[config.mk]
export PLATFORM = sky130hd
export DESIGN_NAME = chl_cell
export DESIGN_NICKNAME = d
export VERILOG_FILES = /design/src/sv/chl_pkg.sv /design/src/sv/chl_cell.sv
export SDC_FILE = /design/constraint.sdc
export NUM_CORES = 1
export LEC_CHECK = 0
export BUFFER_PORTS_ARGS = -buffer_cell sky130_fd_sc_hd__buf_2
export CORE_UTILIZATION = 38
export DETAILED_ROUTE_END_ITERATION = 8
export PLACE_DENSITY = 0.81
export SETUP_SLACK_MARGIN = 0.02
export SLEW_MARGIN = 25
export SYNTH_ARGS = -nofsm -noshare
export SYNTH_HDL_FRONTEND = slang
export SYNTH_SLANG_ARGS = --single-unit
[constraint.sdc]
create_clock -name clk -period 2.63 [get_ports clk]
set_input_delay 0.1315 -clock clk [delete_from_list [all_inputs] [get_ports clk]]
set_output_delay 0.1315 -clock clk [all_outputs]
set_load 0.02 [all_outputs]
[src/sv/chl_pkg.sv]
package chl_pkg;

  localparam int COUNT_W = 7;
  localparam int CAP_W   = 7;
  localparam int POS_W   = 6;
  localparam int XFER_W  = 32;

  typedef enum logic [2:0] {
    REQ_ADD      = 3'd0,
    REQ_REMOVE   = 3'd1,
    REQ_CONTAINS = 3'd2,
    REQ_READ     = 3'd3,
    REQ_CLEAR    = 3'd4
  } req_kind_t;

  localparam logic CFG_CAPACITY = 1'b0;

  typedef struct packed {
    logic [2:0]        req_type;
    logic [XFER_W-1:0] handle;
    logic [POS_W-1:0]  position;
  } req_t;

  typedef struct packed {
    logic               success;
    logic [XFER_W-1:0]  read_handle;
    logic [COUNT_W-1:0] entry_count;
    logic               is_empty;
    logic               is_full;
  } rsp_t;

  // Broadcast from the controller to every cell.
  typedef struct packed {
    logic               add_en;
    logic               shift_en;
    logic [COUNT_W-1:0] count;
    logic [POS_W-1:0]   pos;
  } cell_ctl_t;

  // Passed from each cell to its right-hand neighbor.
  typedef struct packed {
    logic              found;
    logic              rd_hit;
    logic [XFER_W-1:0] rd_data;
  } chain_t;

endpackage

[src/sv/chl_cell.sv]
module chl_cell #(
  parameter int IDX          = 0,
  parameter int HANDLE_WIDTH = 32
) (
  input  logic                    clk,
  input  chl_pkg::cell_ctl_t      ctl,
  input  logic [HANDLE_WIDTH-1:0] handle,
  input  logic [HANDLE_WIDTH-1:0] nbr,
  input  chl_pkg::chain_t         link_in,
  output chl_pkg::chain_t         link_out,
  output logic [HANDLE_WIDTH-1:0] entry
);
  import chl_pkg::*;

  logic occupied;
  logic match;
  logic sel;

  assign occupied = int'(ctl.count) > IDX;
  assign match    = occupied && (entry == handle);
  assign sel      = occupied && (int'(ctl.pos) == IDX);

  assign link_out.found   = link_in.found | match;
  assign link_out.rd_hit  = link_in.rd_hit | sel;
  assign link_out.rd_data = link_in.rd_data | (sel ? XFER_W'(entry) : '0);

  // On a remove, every cell from the first match on copies its neighbor.
  always_ff @(posedge clk) begin
    if (ctl.add_en && (int'(ctl.count) == IDX)) begin
      entry <= handle;
    end else if (ctl.shift_en && link_out.found) begin
      entry <= nbr;
    end
  end

endmodule
Word-level counts from Yosys, hierarchy flattened. Cells that the tools add are included.

Reductions and logical operators: 7. Mux-type cells: 3. Equality and inequality tests: 1. Bitwise logic cells: 3. $lt $le $gt $ge: 1.

Operators by type and width (count): 32-bit 2-to-1 mux (3); 32-bit equality test (1); 32-bit bitwise OR (1); 7-bit by 1-bit greater-than comparator with 1-bit output, second input constant (1); 7-bit logical NOT (1); 6-bit logical NOT (1); 1-bit logical AND (4); 1-bit bitwise OR (2); 2-bit nonzero test (1).

Logic and storage cells: 16. Register bits after elaboration: 32.

Depth between registers and ports, before layout.
Depth after elaboration: 6. Gate-level depth with buffers: 5.

Worst setup path before layout. OpenSTA, ideal clock, no wires.

Kind: input to register. Start point: in ctl[7] (netlist bit). End point: reg entry[0] (enable). Arrival: 1.836 ns. Cell stages on the path: 5. Path buffers: 0. Slack: 0.233 ns. Path through: or4_4 > nor4_4 > nor3b_1 > nand4b_1 > nand3_1.

Longest elaborated chain between the ends: 5.

Ends and longest elaborated chain: start, declared (RTL line chl_cell.sv:6) `input chl_pkg::cell_ctl_t ctl,`; 7-bit by 1-bit greater-than comparator with 1-bit output (RTL line chl_cell.sv:19) `assign occupied = int'(ctl.count) > IDX;`; 1-bit logical AND (RTL line chl_cell.sv:20) `assign match = occupied && (entry == handle);`; 1-bit bitwise OR (RTL line chl_cell.sv:23) `assign link_out.found = link_in.found | match;`; 1-bit logical AND (RTL line chl_cell.sv:31) `end else if (ctl.shift_en && link_out.found) begin`; 2-bit nonzero test (no line) *; end signal, assigned (RTL line chl_cell.sv:30) `entry <= handle;`; end signal, assigned (RTL line chl_cell.sv:32) `entry <= nbr;`; end, declared (RTL line chl_cell.sv:11) `output logic [HANDLE_WIDTH-1:0] entry`.

Mark *: on every way between the ends. The rest lies on a longest branch, timed or not. A chain may end at the register's enable or synchronous reset.

==> results.md <==
Status:
- The run finished with clean final reports.

Cells and area:
- For this run, the post-layout net count is 455.
- The top cell types in the final layout, fill and taps aside, are buf_2 (179), a21o_1 (32), edfxtp_1 (32).
- The layout cell share with drive strength beyond 1 is ~58%.
- The most common cell after layout, fill and taps aside is buf_2.
- The register with the most flip-flops in the layout has 32 of them.
- The area growth from synthesis to layout is 53.28%.
- 0 antenna diodes ended up in the layout.
- The number of fillers in the final layout is 451.
- The final standard cell utilization of the core is between 60% and 70%.
- The register with the most flip-flops is entry.
- The largest registers in the layout are entry x32.

Route:
- For this block, the routed nets add up to around 5800 um of wire.
- For this run, design rule violations remaining after detail routing come to 0.
- The detailed router finished its first iteration with 51 violations.
- The routed wire length per instance is ~14 um.
- The routed via count is about 2.0k.
- The number of routed nets with antenna violations is 0.
- The first detailed-routing pass took 4 iterations.
- The routed via count divided by cell count is 4.794.

Timing:
- The post-route minimum period is 2216 ps.
- Headroom to the max-slew limit came out at between 50% and 60%.
- For the final routed database, the setup TNS stands at 0 ps.
- The final-layout worst hold slack is 129.4 ps.
- Setup repair after global routing left no endpoint under its margin.
- The final clock period utilization by the worst path is around 84%.
- Setup violations remaining at the end of the flow were counted as 0.
- For the pin with the worst max-slew slack, the measured transition is 735.0 ps.
- The timing-limited maximum frequency is about 450 MHz.
- The total count of max-transition violations in the final report is 0.
- The total count of hold-check failures in the final report was 0.
- Clock skew on the completed layout was measured at around 13 ps.

Clocking:
- The level count of the clock H-tree is 2.
- The buffer cell driving the clock tree root is clkbuf_8.
- The number of buffers between clock root and the deepest sink is 2.
- After clock tree synthesis, the flow added hold-fix buffers numbering 0.
- The clock net sink count is 32.
- The buffers inserted during post-CTS setup optimization is 0.
- The TritonCTS clock tree is built.
- Clock-pin slew was measured on the worst setup and hold paths at 80 ps.
- The number of resized instances in the post-cts repair step is 0.
- The clock latency at the later pin of the worst-skew pair is approximately 280 ps.
- Buffers inserted during clock tree synthesis total 5.

Flow run:
- The tool flagged a number of max-cap violations equal to 0.

Power:
- The worst-case IR drop observed on VDD is roughly 0.00025 V.
- The total power divided by cell area is between 400 and 500 nW/um2.
- The leakage power summed over all cells is between 1.5 and 2 nW.
- Overall power consumption after layout is estimated at 1.353 mW.

GRT:
- The total grt overflow is 0.
- The total routing resource utilization after global routing is about a fifth.
- The initial antenna violation count is 0.
- The pin count of the biggest net entering global routing is 34.
- The via count of the first global-routing pass came to between 1.5k and 2k.
- The wire length of the first global-routing pass is 8093 um.

Logic synthesis:
- The post-synthesis cell area is 2038 um2.
- The synthesized netlist contains 23 unique library cells.
- When the netlist entered floorplanning its net count stood at 272.
- Synthesis produced around 160 cells.
- The Yosys step of the flow raised 0 warnings.
- The part of the Yosys area used for sequential elements is around 47%.
- After synthesis the netlist holds a flip-flop and latch count of 32.
- The average instance area after synthesis is ~13 um2.

Die:
- The total area inside the core boundary comes to about 5100 um2.
- The number of placement rows is 26.
- The die width is approximately 75 um.
- The starting density of the core is between 30 and 40%.
- The die height is between 70 and 80 um.
- The floorplan step defined a die boundary enclosing 5660 um2.
- The number of placed I/O pins is 180.

Placed design:
- The half-perimeter wire length after detailed placement is between 4000 and 5000 um.
- The congestion estimate from routability-driven global placement came to roughly 0.69.
- Port buffering added about 180 buffers.

Critical path:
- The data arrival time of the critical path is between 2000 and 2500 ps.
- The capturing element type of the critical path is an output pin.
- Along the worst path, the maximum fanout reaches 21.
- Traced cell by cell, the critical path runs through buf_2 -> or4_1 -> nor4_4 -> buf_4 -> a21o_1 -> buf_2.
- Among all stages on the critical path, the largest delay is contributed by nor4_4.
- At the worst endpoint, the required time is between 2000 and 3000 ps.
- The library cell appearing most often on the critical path is buf_2.
- The critical path in this run is classified as input port to output pin.
- The element type at the critical path start is an input port.
- In this design, the stage delay of the slowest critical-path cell is between 500 and 600 ps.

Hold path:
- In this run the worst hold path is classified as input port to register.
-- worst paths after layout --
| kind | from | cells after the start | slack, ps | end |
|---|---|---|---|---|
| max | ctl[1] | 6 | 410 | link_out[13] |
| min | nbr[4] | 2 | 130 | entry[4] |
| max reg2reg | entry[13] | 6 | 600 | entry[20] |
| min reg2reg | entry[22] | 6 | 1180 | entry[30] |
-- where the power goes --
group | internal, mW | total (mW) | switching [mW]
logic | 0.169 | 0.352 | 0.183
clock network | 0.184 | 0.364 | 0.180
registers | 0.604 | 0.637 | 0.0329
-- per-layer routing --
metal	up-vias	global-route usage, %	wire, um
li1	966	-	-
met1	910	20.98	2293
met2	97	38.34	3062
met3	2	4.150	442
met4	0	5.556	15
met5	-	0	0
-- cells by family after synthesis --
logic type             Yosys count  synth area share [%]
AO/OA/AOI/OAI                   33                 12.22
multiplexers                    32                 17.68
flip-flops                      32                 47.15
XOR/XNOR                        32                 13.75
buffers and inverters            6                 1.289
AND/OR/NAND/NOR                 23                 7.919
-- synthesized netlist by cell type --
library cell,number,area [um2]
a21o_1,32,240.2
edfxtp_1,32,960.9
mux2_1,29,326.6
xnor2_1,20,175.2
xor2_1,12,105.1
nand4_1,5,31.28
buf_2,3,15.01
clkbuf_1,3,11.26
mux2_2,3,33.78
nor2_1,3,11.26
nor4_1,3,18.77
nand3_1,2,10.01
a31o_2,1,8.760
nand2_1,1,3.750
nand2_2,1,6.260
nand4b_1,1,8.760
nor3_1,1,5.000
nor3b_1,1,7.510
nor4_2,1,12.51
nor4_4,1,21.27
or2_2,1,6.260
or4_1,1,7.510
or4_4,1,11.26
-- critical path: cells and delay by family --
| family | cells | cell delay (ps) |
|---|---|---|
| compound gates | 1 | 170 |
| buf+inv | 3 | 640 |
| simple gates | 2 | 1130 |
-- layout make-up --
cell class	instances	area (um2)	share of cell area, %
Clock buffer	7	76.32	2.443
Multi-Input combinational cell	120	1065	34.08
Tap cell	70	87.58	2.803
Sequential cell	32	960.9	30.76
Timing Repair Buffer	182	930.9	29.80
Clock inverter	1	3.754	0.1201
-- metrics by stage --
stage | instance area, um2 | instances | worst slack [ps]
after floorplan | 2038 | 158 | 232.9
after global placement | 3044 | 404 | 436.8
after detailed placement | 3044 | 404 | 362.8
after CTS | 3124 | 412 | 367.6
after global routing | 3124 | 412 | 275.8
final | 3124 | 412 | 413.9
No activity file was read; power rests on OpenSTA's default activity.
